`config.mk`:
```
export PLATFORM = sky130hd
export DESIGN_NAME = acc_rk_ram
export DESIGN_NICKNAME = d
export VERILOG_FILES = /design/src/rtl/acc_pkg.sv /design/src/rtl/acc_rk_ram.sv
export SDC_FILE = /design/constraint.sdc
export NUM_CORES = 2
export LEC_CHECK = 0
export BUFFER_PORTS_ARGS = -buffer_cell sky130_fd_sc_hd__buf_2
export CORE_ASPECT_RATIO = 2
export CORE_MARGIN = 8
export CORE_UTILIZATION = 40
export CTS_CLUSTER_DIAMETER = 150
export DETAILED_ROUTE_END_ITERATION = 8
export HOLD_SLACK_MARGIN = 0.12
export PLACE_DENSITY = 0.55
export SLEW_MARGIN = 0
export SYNTH_ARGS = -nofsm -noshare
export SYNTH_HDL_FRONTEND = slang
export SYNTH_SLANG_ARGS = --single-unit
```
`constraint.sdc`:
```
create_clock -name clk -period 5.6 [get_ports clk]
set_input_delay 0.56 -clock clk [delete_from_list [all_inputs] [get_ports clk]]
set_output_delay 0.56 -clock clk [all_outputs]
set_load 0.05 [all_outputs]
```
`src/rtl/acc_pkg.sv`:
```
// Package with AES tables, round helpers and codes for the CBC cipher.
package acc_pkg;

  localparam int KeyScheduleWords = 60;
  localparam int RkAw = 6;

  localparam logic [2:0] RegKey0 = 3'd0;
  localparam logic [2:0] RegKey1 = 3'd1;
  localparam logic [2:0] RegKey2 = 3'd2;
  localparam logic [2:0] RegKey3 = 3'd3;
  localparam logic [2:0] RegIvHigh = 3'd4;
  localparam logic [2:0] RegIvLow = 3'd5;
  localparam logic [2:0] RegKeyLength = 3'd6;
  localparam logic [2:0] RegDirection = 3'd7;

  typedef struct packed {
    logic        we;
    logic [RkAw-1:0] waddr;
    logic [31:0] wdata;
    logic [RkAw-1:0] raddr;
  } rk_req_t;

  function automatic logic [7:0] xt(input logic [7:0] x);
    xt = {x[6:0], 1'b0} ^ (x[7] ? 8'h1b : 8'h00);
  endfunction

  function automatic logic [7:0] fwd_sub(input logic [7:0] x);
    logic [7:0] t [256];
    t = '{
      8'h63,8'h7c,8'h77,8'h7b,8'hf2,8'h6b,8'h6f,8'hc5,8'h30,8'h01,8'h67,8'h2b,8'hfe,8'hd7,8'hab,8'h76,
      8'hca,8'h82,8'hc9,8'h7d,8'hfa,8'h59,8'h47,8'hf0,8'had,8'hd4,8'ha2,8'haf,8'h9c,8'ha4,8'h72,8'hc0,
      8'hb7,8'hfd,8'h93,8'h26,8'h36,8'h3f,8'hf7,8'hcc,8'h34,8'ha5,8'he5,8'hf1,8'h71,8'hd8,8'h31,8'h15,
      8'h04,8'hc7,8'h23,8'hc3,8'h18,8'h96,8'h05,8'h9a,8'h07,8'h12,8'h80,8'he2,8'heb,8'h27,8'hb2,8'h75,
      8'h09,8'h83,8'h2c,8'h1a,8'h1b,8'h6e,8'h5a,8'ha0,8'h52,8'h3b,8'hd6,8'hb3,8'h29,8'he3,8'h2f,8'h84,
      8'h53,8'hd1,8'h00,8'hed,8'h20,8'hfc,8'hb1,8'h5b,8'h6a,8'hcb,8'hbe,8'h39,8'h4a,8'h4c,8'h58,8'hcf,
      8'hd0,8'hef,8'haa,8'hfb,8'h43,8'h4d,8'h33,8'h85,8'h45,8'hf9,8'h02,8'h7f,8'h50,8'h3c,8'h9f,8'ha8,
      8'h51,8'ha3,8'h40,8'h8f,8'h92,8'h9d,8'h38,8'hf5,8'hbc,8'hb6,8'hda,8'h21,8'h10,8'hff,8'hf3,8'hd2,
      8'hcd,8'h0c,8'h13,8'hec,8'h5f,8'h97,8'h44,8'h17,8'hc4,8'ha7,8'h7e,8'h3d,8'h64,8'h5d,8'h19,8'h73,
      8'h60,8'h81,8'h4f,8'hdc,8'h22,8'h2a,8'h90,8'h88,8'h46,8'hee,8'hb8,8'h14,8'hde,8'h5e,8'h0b,8'hdb,
      8'he0,8'h32,8'h3a,8'h0a,8'h49,8'h06,8'h24,8'h5c,8'hc2,8'hd3,8'hac,8'h62,8'h91,8'h95,8'he4,8'h79,
      8'he7,8'hc8,8'h37,8'h6d,8'h8d,8'hd5,8'h4e,8'ha9,8'h6c,8'h56,8'hf4,8'hea,8'h65,8'h7a,8'hae,8'h08,
      8'hba,8'h78,8'h25,8'h2e,8'h1c,8'ha6,8'hb4,8'hc6,8'he8,8'hdd,8'h74,8'h1f,8'h4b,8'hbd,8'h8b,8'h8a,
      8'h70,8'h3e,8'hb5,8'h66,8'h48,8'h03,8'hf6,8'h0e,8'h61,8'h35,8'h57,8'hb9,8'h86,8'hc1,8'h1d,8'h9e,
      8'he1,8'hf8,8'h98,8'h11,8'h69,8'hd9,8'h8e,8'h94,8'h9b,8'h1e,8'h87,8'he9,8'hce,8'h55,8'h28,8'hdf,
      8'h8c,8'ha1,8'h89,8'h0d,8'hbf,8'he6,8'h42,8'h68,8'h41,8'h99,8'h2d,8'h0f,8'hb0,8'h54,8'hbb,8'h16};
    fwd_sub = t[x];
  endfunction

  function automatic logic [7:0] inv_sub(input logic [7:0] x);
    logic [7:0] t [256];
    t = '{
      8'h52,8'h09,8'h6a,8'hd5,8'h30,8'h36,8'ha5,8'h38,8'hbf,8'h40,8'ha3,8'h9e,8'h81,8'hf3,8'hd7,8'hfb,
      8'h7c,8'he3,8'h39,8'h82,8'h9b,8'h2f,8'hff,8'h87,8'h34,8'h8e,8'h43,8'h44,8'hc4,8'hde,8'he9,8'hcb,
      8'h54,8'h7b,8'h94,8'h32,8'ha6,8'hc2,8'h23,8'h3d,8'hee,8'h4c,8'h95,8'h0b,8'h42,8'hfa,8'hc3,8'h4e,
      8'h08,8'h2e,8'ha1,8'h66,8'h28,8'hd9,8'h24,8'hb2,8'h76,8'h5b,8'ha2,8'h49,8'h6d,8'h8b,8'hd1,8'h25,
      8'h72,8'hf8,8'hf6,8'h64,8'h86,8'h68,8'h98,8'h16,8'hd4,8'ha4,8'h5c,8'hcc,8'h5d,8'h65,8'hb6,8'h92,
      8'h6c,8'h70,8'h48,8'h50,8'hfd,8'hed,8'hb9,8'hda,8'h5e,8'h15,8'h46,8'h57,8'ha7,8'h8d,8'h9d,8'h84,
      8'h90,8'hd8,8'hab,8'h00,8'h8c,8'hbc,8'hd3,8'h0a,8'hf7,8'he4,8'h58,8'h05,8'hb8,8'hb3,8'h45,8'h06,
      8'hd0,8'h2c,8'h1e,8'h8f,8'hca,8'h3f,8'h0f,8'h02,8'hc1,8'haf,8'hbd,8'h03,8'h01,8'h13,8'h8a,8'h6b,
      8'h3a,8'h91,8'h11,8'h41,8'h4f,8'h67,8'hdc,8'hea,8'h97,8'hf2,8'hcf,8'hce,8'hf0,8'hb4,8'he6,8'h73,
      8'h96,8'hac,8'h74,8'h22,8'he7,8'had,8'h35,8'h85,8'he2,8'hf9,8'h37,8'he8,8'h1c,8'h75,8'hdf,8'h6e,
      8'h47,8'hf1,8'h1a,8'h71,8'h1d,8'h29,8'hc5,8'h89,8'h6f,8'hb7,8'h62,8'h0e,8'haa,8'h18,8'hbe,8'h1b,
      8'hfc,8'h56,8'h3e,8'h4b,8'hc6,8'hd2,8'h79,8'h20,8'h9a,8'hdb,8'hc0,8'hfe,8'h78,8'hcd,8'h5a,8'hf4,
      8'h1f,8'hdd,8'ha8,8'h33,8'h88,8'h07,8'hc7,8'h31,8'hb1,8'h12,8'h10,8'h59,8'h27,8'h80,8'hec,8'h5f,
      8'h60,8'h51,8'h7f,8'ha9,8'h19,8'hb5,8'h4a,8'h0d,8'h2d,8'he5,8'h7a,8'h9f,8'h93,8'hc9,8'h9c,8'hef,
      8'ha0,8'he0,8'h3b,8'h4d,8'hae,8'h2a,8'hf5,8'hb0,8'hc8,8'heb,8'hbb,8'h3c,8'h83,8'h53,8'h99,8'h61,
      8'h17,8'h2b,8'h04,8'h7e,8'hba,8'h77,8'hd6,8'h26,8'he1,8'h69,8'h14,8'h63,8'h55,8'h21,8'h0c,8'h7d};
    inv_sub = t[x];
  endfunction

  function automatic logic [31:0] sub_word(input logic [31:0] w);
    sub_word = {fwd_sub(w[31:24]), fwd_sub(w[23:16]), fwd_sub(w[15:8]), fwd_sub(w[7:0])};
  endfunction

  // Byte k of the state sits at bits [127-8k -: 8].
  function automatic logic [7:0] sb(input logic [127:0] s, input int k);
    sb = s[127-8*k -: 8];
  endfunction

  function automatic logic [127:0] fwd_round(input logic [127:0] s, input logic final_rnd);
    logic [127:0] t;
    logic [127:0] m;
    logic [7:0] a0, a1, a2, a3, x;
    for (int r = 0; r < 4; r++)
      for (int c = 0; c < 4; c++)
        t[127-8*(r+4*c) -: 8] = fwd_sub(sb(s, r + 4*((c + r) % 4)));
    m = t;
    for (int c = 0; c < 4; c++) begin
      a0 = sb(t, 4*c); a1 = sb(t, 4*c+1); a2 = sb(t, 4*c+2); a3 = sb(t, 4*c+3);
      x = a0 ^ a1 ^ a2 ^ a3;
      m[127-8*(4*c) -: 8]   = a0 ^ x ^ xt(a0 ^ a1);
      m[127-8*(4*c+1) -: 8] = a1 ^ x ^ xt(a1 ^ a2);
      m[127-8*(4*c+2) -: 8] = a2 ^ x ^ xt(a2 ^ a3);
      m[127-8*(4*c+3) -: 8] = a3 ^ x ^ xt(a3 ^ a0);
    end
    fwd_round = final_rnd ? t : m;
  endfunction

  function automatic logic [127:0] inv_shsub(input logic [127:0] s);
    logic [127:0] t;
    for (int r = 0; r < 4; r++)
      for (int c = 0; c < 4; c++)
        t[127-8*(r+4*c) -: 8] = inv_sub(sb(s, r + 4*((c + 4 - r) % 4)));
    inv_shsub = t;
  endfunction

  function automatic logic [127:0] inv_mix(input logic [127:0] s);
    logic [127:0] m;
    logic [7:0] a [4];
    logic [7:0] a2 [4];
    logic [7:0] a4 [4];
    logic [7:0] a8 [4];
    logic [7:0] e [4];
    logic [7:0] b [4];
    logic [7:0] d [4];
    logic [7:0] n [4];
    for (int c = 0; c < 4; c++) begin
      for (int i = 0; i < 4; i++) begin
        a[i] = sb(s, 4*c+i);
        a2[i] = xt(a[i]); a4[i] = xt(a2[i]); a8[i] = xt(a4[i]);
        n[i] = a8[i] ^ a[i];
        b[i] = n[i] ^ a2[i];
        d[i] = n[i] ^ a4[i];
        e[i] = a8[i] ^ a4[i] ^ a2[i];
      end
      for (int i = 0; i < 4; i++)
        m[127-8*(4*c+i) -: 8] = e[i] ^ b[(i+1)%4] ^ d[(i+2)%4] ^ n[(i+3)%4];
    end
    inv_mix = m;
  endfunction

endpackage

```
`src/rtl/acc_rk_ram.sv`:
```
// Round-key store: one write port, one registered read port.
module acc_rk_ram import acc_pkg::*; (
  input  logic        clk,
  input  rk_req_t     req,
  output logic [31:0] rdata
);
  logic [31:0] mem [KeyScheduleWords];

  always_ff @(posedge clk) begin
    if (req.we) mem[req.waddr] <= req.wdata;
    rdata <= mem[req.raddr];
  end
endmodule

```
Word level (Yosys, flattened, before mapping)
Memory sizes are Yosys's and may differ from the RTL's. A register that Yosys moved wholly into a read port is not among the register bits.
Index checks and enable logic that the tools add are counted.
Word-level totals
  register bits: 0
  memory bits (writable): 1920
  bits of input ports: 46
  memories kept: 1
Operators by class
  multiplexer cells: 2
Memory list
  mem: depth 60, width 32, read ports 1, clocked after Yosys merged registers in 1, write ports 1, RTL line acc_rk_ram.sv:7  | logic [31:0] mem [KeyScheduleWords];
Operator list (count)
  $mux 1: 2

Depth between registers and ports, before layout
  word-level depth: 2
  gate-level depth with buffers: 10
  gate-level depth less buffers: 5

Least setup slack after synthesis
No wires, ideal clock.
  path type: input-to-reg
  from: in req[42] in the netlist's numbering
  to: mem mem[32][0] (enable)
  arrival time: 3.238 ns
  required time: 5.139 ns
  path slack: 1.901 ns
  stages: 4
  buffers on the path: 1
  path through: clkbuf_1 nor2_1 nand4b_1 nor3_1
RTL lines
  from (decl): RTL line acc_rk_ram.sv:4  | input rk_req_t req,
  to (decl): RTL line acc_rk_ram.sv:7
No word-level cell before the write port.

==> results.yml <==
logic_synthesis:
  ys_seq_area_share_pct: 79.0
  synth_fp_nets: 3310
  synthArstFlopShare_pct: 0
  synth_area_leader_cell: "edfxtp_1"
  synth_edf_count: 1920
  synthDistinctLibCells: 38
  yosys_warnings: 0
  synthCells: 3264
  syn_area_per_cell_sq_um: 22.6
  ys_ff_latch: 1952
  synthTopCellsByArea: "edfxtp_1 (78%), mux4_2 (14%), a22oi_1 (1.1%)"
  synth_ff_type: "edfxtp_1"
  syn_area_sq_um: 73800
  synth_top_area_share_pct: 78.1
global_route:
  grt_pass1_wl_mm: 281
  gr-total-overflow: 0
  antenna_found_initial: 23
  grt_start_max_net_pins: 128
  grt_pass1_vias: 36400
  grt_use_total_pct: 19.9
drt:
  postRouteAntennaNets: 0
  drc: 0
  drt-initial-drc-count: 3782
  via_per_inst: 5.85
  vias: 35000
  wl_per_cell_um: 33.2
  routed_wl_mm: 199
  firstDrtPassIters: 7
clocking:
  cts_hold_buf: 0
  root_buffer: "clkbuf_16"
  clkSlewWorstSetupHoldPaths_ps: 60
  clock_path_buffers: 3
  clock_sinks: 1952
  post_cts_buffers: 0
  cts_tree: "done"
  cts_buffers: 176
  h-tree-depth: 4
  clock_latency_ps: 810
  cts_resized: 0
sta:
  slew_viol_final: 0
  fin_tns_setup_ps: 0
  clock_skew_ps: 22.8
  rsz0062_at_grt: "no"
  worst_pin_slew_ps: 1260
  hold_viol: 0
  worst_slack_ps: 2500
  slew_headroom_pct: 16.0
  fin_crit_ps: 3100
  min_period_over_period_pct: 55.4
  setup_viol_count_final: 0
  fmax_mhz: 322
critical_path:
  worstRegToRegCells: 4
  cp_cell_sequence: "buf_8, buf_12, buf_4, mux4_2, a22o_1, o21ai_0, o211ai_1"
  startpoint: "req[0]"
  critPathSlowestCell: "o21ai_0"
  critical_path.endpoint_type: "flop"
  cp.arrival_ps: 3740
  slowest_delay_ps: 880
  cp_num_buf_inv: 3
  cp_max_fo: 53
  crit_type: "input pin to flop"
  r2r_start: "mem[27][31]$_DFFE_PP_"
  r2r_end: "rdata[31]$_DFF_P_"
  critPathTopFamily: "compound AO/OA/AOI/OAI gates"
  critPathLaunchType: "input pin"
  ff2ff_setup_slack_ps: 3260
  crit_required_ps: 6240
pwr:
  leakagePower_nw: 25.8
  peakVddDrop_mv: 0.364
  p_per_area_nw_per_um2: 360
cells_and_area:
  layout_common_cells: "edfxtp_1 (1920), mux4_2 (461), clkbuf_16 (186)"
  drive_gt1_share_pct: 27.7
  final_common_cell: "edfxtp_1"
  final_nets: 3491
  fin_util_pct: 45.5
  syn2layout_area_growth_pct: 13.3
place:
  io_buffer_count: 77
  post-place-ws_ps: 1570
  hpwl_mm: 112
  routabilityCongestion: 0.758
floorplan:
  die_height_um: 623
  start_util_pct: 40.1
  design.die.area_sq_um: 199000
  fp.dieW_um: 320
  io_pins: 78
  core_area_sq_um: 184000
  num_rows: 223
flow_run:
  drv_cap: 0
worst_hold_path:
  hold_path.class: "input pin to flop"
  holdPathEnd: "mem[17][17]$_DFFE_PP_"
  hold_depth: 2
  holdCritStartpoint: "req[23]"
run_status:
  status: "completed"
[flip-flops by register name, indices dropped and copies added, names as in the netlist]
| name | count |
|---|---|
| rdata | 32 |
| mem | 1920 |
[cells in the mapped netlist (2+ instances only)]
master,count
o21ai_0,65
nand2_1,62
dfxtp_1,32
inv_2,2
o211ai_1,32
nand3_1,43
mux2i_1,38
o211a_1,19
a221oi_1,19
nor2b_1,8
nand4_1,2
mux4_2,461
a31oi_1,19
buf_4,15
a22o_1,26
and3_1,19
and2_1,4
buf_8,3
nand3b_1,3
nor2_1,86
buf_12,4
edfxtp_1,1920
o21ai_1,18
nor3_1,2
a31o_2,13
buf_2,42
nand2b_1,3
o21a_1,19
or3b_2,2
clkbuf_1,91
a22oi_1,109
buf_1,22
a21oi_1,45
buf_6,12
[metrics by stage]
stage	power [mW]	instances	area, sq um	hold WS, ps
floorplan	17.4	3264	73800	659
global placement	18.1	5629	77700	811
detailed placement	18.1	5629	77700	816
CTS	30.3	5952	83500	368
global route	30.9	5977	83600	423
finish	30.1	5991	83600	416
[where the power goes]
part           switching, mW  internal [mW]
clock network           5.27           7.03
logic                   1.05          0.502
registers             0.0555           16.2
total                   6.38           23.7
[cells by family (layout without fill, tap and decap cells)]
group           Yosys count  count (layout)  share of synthesized area (%)
compound gates          384             384                           3.60
buf+inv                 192             518                           1.38
flops                  1952            1952                           79.0
mux                     499             499                           14.6
other cells               0              39                              0
simple gates            237             237                           1.45
[cell type report]
class	instances	area [sq um]
multi-input combinational	1120	15000
sequential	1952	58300
inverter	3	11.3
timing repair buffer	192	1420
clock inverter	88	942
tap	2362	2960
antenna	39	97.6
fill	15200	100000
clock buffer	235	4910
[per-layer routing]
metal	routed length (um)	part of all wire (%)	vias to the layer above	global-route usage, %
li1	-	-	14300	-
met1	76800	39	19200	25.2
met2	102000	51	1226	33.9
met3	11200	5.6	285	2.90
met4	8760	4.4	4	8.69
met5	20	0.010	-	0
[how the worst max path moves through the flow]
stage,to,slack [ps],cells past startpoint
2_1_floorplan,mem[32][0]$_DFFE_PP_,1900,4
3_3_place_gp,rdata[31]$_DFF_P_,1560,7
3_5_place_dp,rdata[31]$_DFF_P_,1570,7
4_1_cts,rdata[31]$_DFF_P_,2470,7
5_1_grt,rdata[8]$_DFF_P_,2410,7
6_report,rdata[31]$_DFF_P_,2500,7
No activity file was read; power rests on OpenSTA's default activity.
